$ cat src/design/tvp_pkg.sv
// Shared types, constants and helpers for the trapezoidal velocity profile block
package tvp_pkg;

    localparam int          FRAC_BITS_DEF = 24;
    localparam logic [63:0] MAX64         = 64'hFFFF_FFFF_FFFF_FFFF;
    localparam logic [63:0] MAX48         = 64'h0000_FFFF_FFFF_FFFF;
    localparam logic [63:0] US_PER_S      = 64'd1000000;
    localparam logic [63:0] UM_PER_MM     = 64'd1000;
    localparam logic [63:0] SEC_PER_MIN   = 64'd60;
    localparam logic [63:0] T_CLAMP       = 64'h4000_0000_0000_0000;
    localparam logic [63:0] PROG_SCALE    = 64'd65536;
    localparam logic [15:0] ACCEL_RST     = 16'd1000;
    localparam logic [19:0] TICK_RST      = 20'd5000;

    localparam logic [0:0]  REG_ACCEL     = 1'b0;
    localparam logic [0:0]  REG_TICK      = 1'b1;

    typedef enum logic [1:0] {
        OP_MUL    = 2'd0,
        OP_MULDIV = 2'd1,
        OP_SQRT   = 2'd2
    } t_op;

    typedef enum logic [1:0] {
        SH_NONE  = 2'd0,
        SH_FRAC  = 2'd1,
        SH_FRAC1 = 2'd2
    } t_shift;

    typedef struct packed {
        t_op         op;
        t_shift      sh;
        logic [63:0] a;
        logic [63:0] b;
        logic [63:0] c;
    } t_arith_req;

    function automatic logic [63:0] sat48(input logic [63:0] v);
        return (v > MAX48) ? MAX48 : v;
    endfunction

    function automatic logic [63:0] sadd(input logic [63:0] a, input logic [63:0] b);
        return (a > (MAX64 - b)) ? MAX64 : (a + b);
    endfunction

endpackage

$ cat src/design/tvp_arith.sv
// Shared bit-serial unit: multiply with saturating shift, multiply-divide, square root
module tvp_arith #(
    parameter int FRAC_BITS = tvp_pkg::FRAC_BITS_DEF
) (
    input  logic                i_clk,
    input  logic                i_rst_n,
    input  logic                i_start,
    input  tvp_pkg::t_arith_req i_req,
    output logic                o_done,
    output logic [63:0]         o_result
);

    typedef enum logic [5:0] {
        U_IDLE  = 6'b000001,
        U_MUL   = 6'b000010,
        U_SHIFT = 6'b000100,
        U_DCHK  = 6'b001000,
        U_DIV   = 6'b010000,
        U_SQRT  = 6'b100000
    } t_ustate;

    t_ustate         r_state;
    tvp_pkg::t_op    r_op;
    tvp_pkg::t_shift r_sh;
    logic [63:0]     r_c;
    logic [127:0]    r_acc;
    logic [127:0]    r_ma;
    logic [63:0]     r_mb;
    logic [66:0]     r_rem;
    logic [63:0]     r_root;
    logic [5:0]      r_cnt;
    logic [63:0]     r_res;
    logic            r_done;

    logic [127:0]    n_mul_acc;
    logic [127:0]    n_shifted;
    logic [63:0]     n_shift_res;
    logic [64:0]     n_dtrial;
    logic            n_dge;
    logic [64:0]     n_ddiff;
    logic [127:0]    n_div_acc;
    logic [66:0]     n_srem;
    logic [66:0]     n_strial;
    logic            n_sge;
    logic [66:0]     n_sdiff;

    always_comb begin
        n_mul_acc = r_mb[0] ? (r_acc + r_ma) : r_acc;
        unique case (r_sh)
            tvp_pkg::SH_FRAC:  n_shifted = r_acc >> FRAC_BITS;
            tvp_pkg::SH_FRAC1: n_shifted = r_acc >> (FRAC_BITS + 1);
            default:           n_shifted = r_acc;
        endcase
        n_shift_res = (|n_shifted[127:64]) ? tvp_pkg::MAX64 : n_shifted[63:0];

        n_dtrial  = {r_acc[127:64], r_acc[63]};
        n_dge     = (n_dtrial >= {1'b0, r_c});
        n_ddiff   = n_dtrial - {1'b0, r_c};
        n_div_acc = {(n_dge ? n_ddiff[63:0] : n_dtrial[63:0]), r_acc[62:0], n_dge};

        n_srem   = {r_rem[64:0], r_acc[127:126]};
        n_strial = {1'b0, r_root, 2'b01};
        n_sge    = (n_srem >= n_strial);
        n_sdiff  = n_srem - n_strial;
    end

    always_ff @(posedge i_clk) begin
        if (!i_rst_n) begin
            r_state <= U_IDLE;
            r_done  <= 1'b0;
        end else begin
            r_done <= 1'b0;
            unique case (r_state)
                U_IDLE: begin
                    if (i_start) begin
                        r_op    <= i_req.op;
                        r_sh    <= i_req.sh;
                        r_c     <= i_req.c;
                        r_acc   <= '0;
                        r_ma    <= {64'd0, i_req.a};
                        r_mb    <= i_req.b;
                        r_cnt   <= '1;
                        r_state <= U_MUL;
                    end
                end
                U_MUL: begin
                    r_acc <= n_mul_acc;
                    r_ma  <= r_ma << 1;
                    r_mb  <= r_mb >> 1;
                    r_cnt <= r_cnt - 6'd1;
                    if (r_cnt == '0) begin
                        r_cnt <= '1;
                        unique case (r_op)
                            tvp_pkg::OP_MULDIV: r_state <= U_DCHK;
                            tvp_pkg::OP_SQRT: begin
                                r_rem   <= '0;
                                r_root  <= '0;
                                r_state <= U_SQRT;
                            end
                            default: r_state <= U_SHIFT;
                        endcase
                    end
                end
                U_SHIFT: begin
                    r_res   <= n_shift_res;
                    r_done  <= 1'b1;
                    r_state <= U_IDLE;
                end
                U_DCHK: begin
                    if (r_c == '0) begin
                        r_res   <= '0;
                        r_done  <= 1'b1;
                        r_state <= U_IDLE;
                    end else if (r_acc[127:64] >= r_c) begin
                        r_res   <= tvp_pkg::MAX64;
                        r_done  <= 1'b1;
                        r_state <= U_IDLE;
                    end else begin
                        r_state <= U_DIV;
                    end
                end
                U_DIV: begin
                    r_acc <= n_div_acc;
                    r_cnt <= r_cnt - 6'd1;
                    if (r_cnt == '0) begin
                        r_res   <= n_div_acc[63:0];
                        r_done  <= 1'b1;
                        r_state <= U_IDLE;
                    end
                end
                U_SQRT: begin
                    r_rem  <= n_sge ? n_sdiff : n_srem;
                    r_root <= {r_root[62:0], n_sge};
                    r_acc  <= r_acc << 2;
                    r_cnt  <= r_cnt - 6'd1;
                    if (r_cnt == '0) begin
                        r_res   <= {r_root[62:0], n_sge};
                        r_done  <= 1'b1;
                        r_state <= U_IDLE;
                    end
                end
                default: r_state <= U_IDLE;
            endcase
        end
    end

    assign o_done   = r_done;
    assign o_result = r_res;

endmodule

$ cat config.mk
export PLATFORM = sky130hd
export DESIGN_NAME = tvp_arith
export DESIGN_NICKNAME = d
export VERILOG_FILES = /design/src/design/tvp_pkg.sv /design/src/design/tvp_arith.sv
export SDC_FILE = /design/constraint.sdc
export NUM_CORES = 2
export LEC_CHECK = 0
export ABC_AREA = 1
export BUFFER_PORTS_ARGS = -buffer_cell sky130_fd_sc_hd__buf_2
export CORE_MARGIN = 8
export CORE_UTILIZATION = 30
export CTS_CLUSTER_DIAMETER = 100
export DETAILED_ROUTE_END_ITERATION = 12
export PLACE_DENSITY = 0.46
export RECOVER_POWER = 25
export SLEW_MARGIN = 10
export SYNTH_ARGS = -nofsm -noshare
export SYNTH_HDL_FRONTEND = slang
export SYNTH_SLANG_ARGS = --single-unit
$ cat constraint.sdc
create_clock -name i_clk -period 16 [get_ports i_clk]
set_input_delay 2.4 -clock i_clk [delete_from_list [all_inputs] [get_ports i_clk]]
set_output_delay 2.4 -clock i_clk [all_outputs]
set_load 0.05 [all_outputs]
Yosys cells after proc, flatten, opt, wreduce, memory -nomap -nowiden --
Cells that the tools add are included.
Operators by class: equality and inequality tests 18, reduce and logical (&&, ||, !) cells 16, magnitude comparators 3, muxes and demuxes 36, $add $sub $neg 4
Operators by type and width (number):
- two-way mux 64 bit | 9
- case mux 128 bit (2 select lines) | 2
- case mux 128 bit (4 select lines) | 1
- two-way mux 128 bit | 3
- case mux 64 bit (2 select lines) | 2
- case mux 64 bit (4 select lines) | 1
- two-way mux 65 bit | 3
- case mux 65 bit (2 select lines) | 1
- adder 128 bit | 1
- >= comparator 67 x 66 -> 1 bit | 1
- >= comparator 65 x 64 -> 1 bit | 1
- subtractor 65 bit | 1
- >= comparator 64 bit | 1
- logical NOT 64 bit | 1
- OR reduction 64 bit | 1
- subtractor 64 bit | 1
- two-way mux 6 bit | 5
- case mux 6 bit (4 select lines) | 1
- case mux 6 bit (3 select lines) | 1
- inequality test 2 bit (second input constant) | 6
- case mux 6 bit (2 select lines) | 1
- AND reduction 3 bit | 4
- two-way mux 5 bit | 2
- AND reduction 4 bit | 2
- other kinds (19) | 25
Storage, ports and cells: logic and storage cells 89, bits in registers 594, input port bits 199

Depth between registers and ports, before layout --
depth after elaboration 5, depth in mapped cells 19, mapped depth without buffers 19

Worst setup path before layout --
No wires, ideal clock.
path kind input to register, start point input i_rst_n, end point register r_ma[0] (enable), data arrival time 11.739 ns, cell stages on the path 2, buffers on the path 0, setup slack 3.453 ns, cell sequence inv_1 -> a21oi_1
Between the ends: cells in the longest elaborated chain, start to end 1
RTL lines:
- start, declared | line tvp_arith.sv:6 | input logic i_rst_n,
- AND reduction 3 bit (no line)
- end signal, assigned | line tvp_arith.sv:80 | r_ma <= {64'd0, i_req.a};
- end signal, assigned | line tvp_arith.sv:88 | r_ma <= r_ma << 1;
- end, declared | line tvp_arith.sv:27 | logic [127:0] r_ma;
No other way between the ends. A chain may end at the register's enable or synchronous reset.

Final worst setup path --
start point register r_state[2], end point register r_acc[63] (data pin)
Between the ends: cells in the longest elaborated chain, start to end 2, elaborated cells between the ends (all ways) 5, classes of those cells eq/ne: 4; mux: 1
RTL lines:
- start, declared | line tvp_arith.sv:22 | t_ustate r_state;
- start signal, assigned | line tvp_arith.sv:69 | r_state <= U_IDLE;
- start signal, assigned | line tvp_arith.sv:83 | r_state <= U_MUL;
- start signal, assigned | line tvp_arith.sv:94 | tvp_pkg::OP_MULDIV: r_state <= U_DCHK;
- equality test 6 bit, or another cell as far along | line tvp_arith.sv:73 | unique case (r_state)
- case mux 128 bit (4 select lines) * | line tvp_arith.sv:73
- end signal, assigned | line tvp_arith.sv:87 | r_acc <= n_mul_acc;
- end signal, assigned | line tvp_arith.sv:123 | r_acc <= n_div_acc;
- end signal, assigned | line tvp_arith.sv:134 | r_acc <= r_acc << 2;
- end, declared | line tvp_arith.sv:26 | logic [127:0] r_acc;
Mark *: on every way between the ends. The rest lies on a longest branch, timed or not.

==> summary.txt <==
Status
  – Status: complete, but fails checks
  – Failing checks: capacitance limit, slew limit

Routing
  – WL/cell: 23.7 µm
  – DRT Pass-1 Iters: 6
  – Initial drt markers: 4210
  – Post-route ant nets: 0
  – DRC: 0
  – Total wire length: around 270000 µm
  – Vias: approximately 56000
  – Vias/cell: just under 5

Critical path
  – Delay-heaviest family, CP: buffers and inverters
  – Bufs and invs on worst path: 5
  – Crit-path max cell delay: between 2 and 2.5 ns
  – CP most frequent cell: clkbuf_1
  – Crit-path cells: nor2_1 -> inv_1 -> nor4_1 -> clkbuf_1 -> clkinvlp_2 -> clkbuf_1 -> clkbuf_1 -> o211ai_1
  – Crit-path max FO: 55
  – Worst Path Arrival: 7.55 ns
  – Crit start category: register
  – Setup CP Type: register to register
  – CP max-delay cell: clkbuf_1
  – Required @ worst endpoint: 16.21 ns
  – Critical path endpoint category: register

Logic synthesis
  – Largest area contributor in the netlist: edfxtp_1
  – Adder-Cell Fraction of Synth Area: under 10%
  – Post-Syn Area per Cell: 6.25 µm²
  – Synth area leaders: edfxtp_1, nand2_1, inv_1, ha_1, nor2_1
  – Main combinational cell family by area after synthesis: simple AND/OR/NAND/NOR gates
  – Total nets after synthesis: 9249
  – Mux contribution to synthesized area: 0.0184%
  – Distinct cells, synth: 48
  – Top cell type's share of synthesized area: 32.3%
  – Post-synthesis sequential area ratio: approximately a third
  – Post-synthesis cell area: between 50000 and 60000 µm²
  – XOR/XNOR Fraction of Synth Area: 1.25%
  – Synth Area in Compound Gates: under 10%
  – Post-Synth Simple-Gate Area: between 30% and 40%
  – Ys Warns: 0
  – Async set-or-reset flop fraction in the synthesized netlist: 0%
  – Primary FF master, synth: edfxtp_1
  – Post-Synthesis Cells: about 8700
  – Flops & latches, synth: 594
  – Number of enable flip-flop cells after synthesis: 587

Floorplan
  – Row count: 156
  – Io pins: 264
  – Die area: 196000 µm²
  – Chip Width: 442 µm
  – Die H: 442 µm
  – Starting Density: a little under a third
  – Core region area: ~180000 µm²

Global route
  – Initial antenna violation count: 15
  – Total Routing Usage GR: 26.4%
  – Vias in the first global route: 55600
  – Largest net degree at the start of global routing: ~110
  – First-pass GRT wire length: 381000 µm
  – GR Overflow Total: 0

STA
  – Count of final hold-check violations: 0
  – Unrepaired setup endpoints after global routing: false
  – Setup TNS: 0 ns
  – Layout Skew: 0.0387 ns
  – Final Critical Period: roughly 7.3 ns
  – Worst-Margin Slew: 3.49 ns
  – Final period util: 45.9%
  – Hold WS: 0.500 ns
  – Slew margin rel.: -133%
  – Slew Limit Fails: roughly 450
  – FMAX: 136 MHz
  – Final Setup Violations: 0

Clock network
  – Total CTS buffers: 80
  – # hold bufs at CTS: 0
  – Clock Latency Late Sink: 0.73 ns
  – Resized cells post-CTS: 0
  – Root Buffer Master: clkbuf_16
  – CTS sink cnt: 594
  – H-tree lvl count: 3
  – # Post-CTS Setup Buffers: 0
  – Clk buf depth: 3
  – Clk slew on worst S/H paths: 0.06 ns
  – TritonCTS clock tree: built

Final layout
  – Multi-input gate area: between 20000 and 30000 µm²
  – Layout Utilization: 33.7%
  – # nets final: 9462
  – Sequential Area: 17800 µm²
  – Area grow syn2layout: 11.6%
  – Layout cell share with drive strength beyond 1: 4.86%
  – Fillers: 20500
  – Final instance area: 60900 µm²

Placed design
  – Area after DPL: 58400 µm²
  – Dpl hpwl: 230000 µm
  – Port-buffer cells: ~260
  – Placer Congestion: 1.01

Power and ir drop
  – PwrDens: 107 nW/µm²
  – Worst IR Drop VDD: 81.7 µV
  – Total power: 6.49 mW
  – Leakage power: 30.8 nW

Job
  – Max cap viols: 8

Min path
  – Worst Hold Class: register to register
[per-stage QoR]
stage / cells / worst slack [ns]
2_1_floorplan: 8721 / 3.45
3_3_place_gp: 11200 / 10.99
3_5_place_dp: 11200 / 10.93
4_1_cts: 11400 / 11.53
5_1_grt: 11400 / 8.33
6_report: 11400 / 8.66
[power breakdown]
part | total, mW | leakage [nW] | switching (mW) | internal, mW
clock network | 1.81 | 1.24 | 0.768 | 1.04
registers | 2.06 | 5.50 | 0.159 | 1.90
logic | 2.62 | 24.1 | 1.93 | 0.685
total | 6.49 | 30.8 | 2.86 | 3.63
[cell families after synthesis]
family | after synthesis
flops | 594
fa+ha+maj | 329
mux | 1
buf+inv | 1934
simple gates | 5024
xor+xnor | 78
compound gates | 761
[final cells by class]
type / instances / share of cell area, %
tap: 2370 / 4.87
clock buffer: 105 / 3.56
inverter: 1768 / 10.9
clock inverter: 43 / 0.689
antenna: 2 / 0.00822
sequential: 594 / 29.2
timing repair buffer: 297 / 2.55
multi-input combinational: 6193 / 48.2
[tightest hold or removal path, cell delays in order (launching register included)]
cell	delay (ns)
edfxtp_1	0.31
nand2_1	0.05
nand2_1	0.05
[metal layers]
layer / global-route usage (%) / part of all wire, % / wire [µm]
met4: 14.1 / 6.3 / 17100
met5: 0 / 0.0048 / 13
met3: 2.88 / 4.4 / 11700
met1: 31.2 / 41 / 109000
met2: 47.0 / 49 / 131000
[registers in the layout, summed over array words and instances, names as in the netlist, 6 cells and up]
signal,flops
r_acc,128
r_ma,128
r_rem,65
o_result,64
r_c,64
r_mb,64
r_root,64
r_cnt,6
r_state,6
[placed cells by master (no fill, tap or decap), types with 3 or more instances in the layout]
cell	netlist	layout
a21o_1	7	7
a21oi_1	314	313
a31oi_1	65	65
and2_1	5	5
buf_2	55	260
buf_4	6	25
bufinv_16	0	5
clkbuf_1	80	32
clkbuf_16	0	83
clkinv_1	2	14
clkinv_2	0	10
clkinvlp_2	0	3
clkinvlp_4	0	6
dfxtp_1	7	7
edfxtp_1	587	587
ha_1	327	327
inv_1	1760	1758
inv_2	5	4
inv_6	0	5
nand2_1	3302	3301
nand2_2	3	4
nand2_4	3	3
nand3_1	473	473
nand3_2	3	3
nand3b_1	87	87
nand4_1	79	79
nor2_1	956	956
nor2_2	7	5
nor3_1	72	70
nor4_1	24	26
o211ai_1	51	51
o21a_1	8	7
o21ai_0	169	170
o21ai_1	44	43
o21bai_1	32	32
o22ai_1	64	64
or2_2	3	3
xnor2_1	39	39
xor2_1	39	39
[cells in the mapped netlist (44+ instances only)]
| library cell | count |
|---|---|
| a21oi_1 | 314 |
| a31oi_1 | 65 |
| buf_2 | 55 |
| clkbuf_1 | 80 |
| edfxtp_1 | 587 |
| ha_1 | 327 |
| inv_1 | 1760 |
| nand2_1 | 3302 |
| nand3_1 | 473 |
| nand3b_1 | 87 |
| nand4_1 | 79 |
| nor2_1 | 956 |
| nor3_1 | 72 |
| o211ai_1 | 51 |
| o21ai_0 | 169 |
| o21ai_1 | 44 |
| o22ai_1 | 64 |
[final timing paths]
kind | startpoint | end | slack, ns | depth (start not counted)
min reg2reg | r_mb[43]$_DFFE_PP_ | r_mb[42]$_DFFE_PP_ | 0.50 | 2
max reg2reg | r_state[2]$_SDFFE_PN0P_ | r_acc[63]$_DFFE_PP_ | 8.66 | 8
min | r_mb[43]$_DFFE_PP_ | r_mb[42]$_DFFE_PP_ | 0.50 | 2
max | r_state[2]$_SDFFE_PN0P_ | r_acc[63]$_DFFE_PP_ | 8.66 | 8
Note: power is estimated with default switching activity, not from simulation.
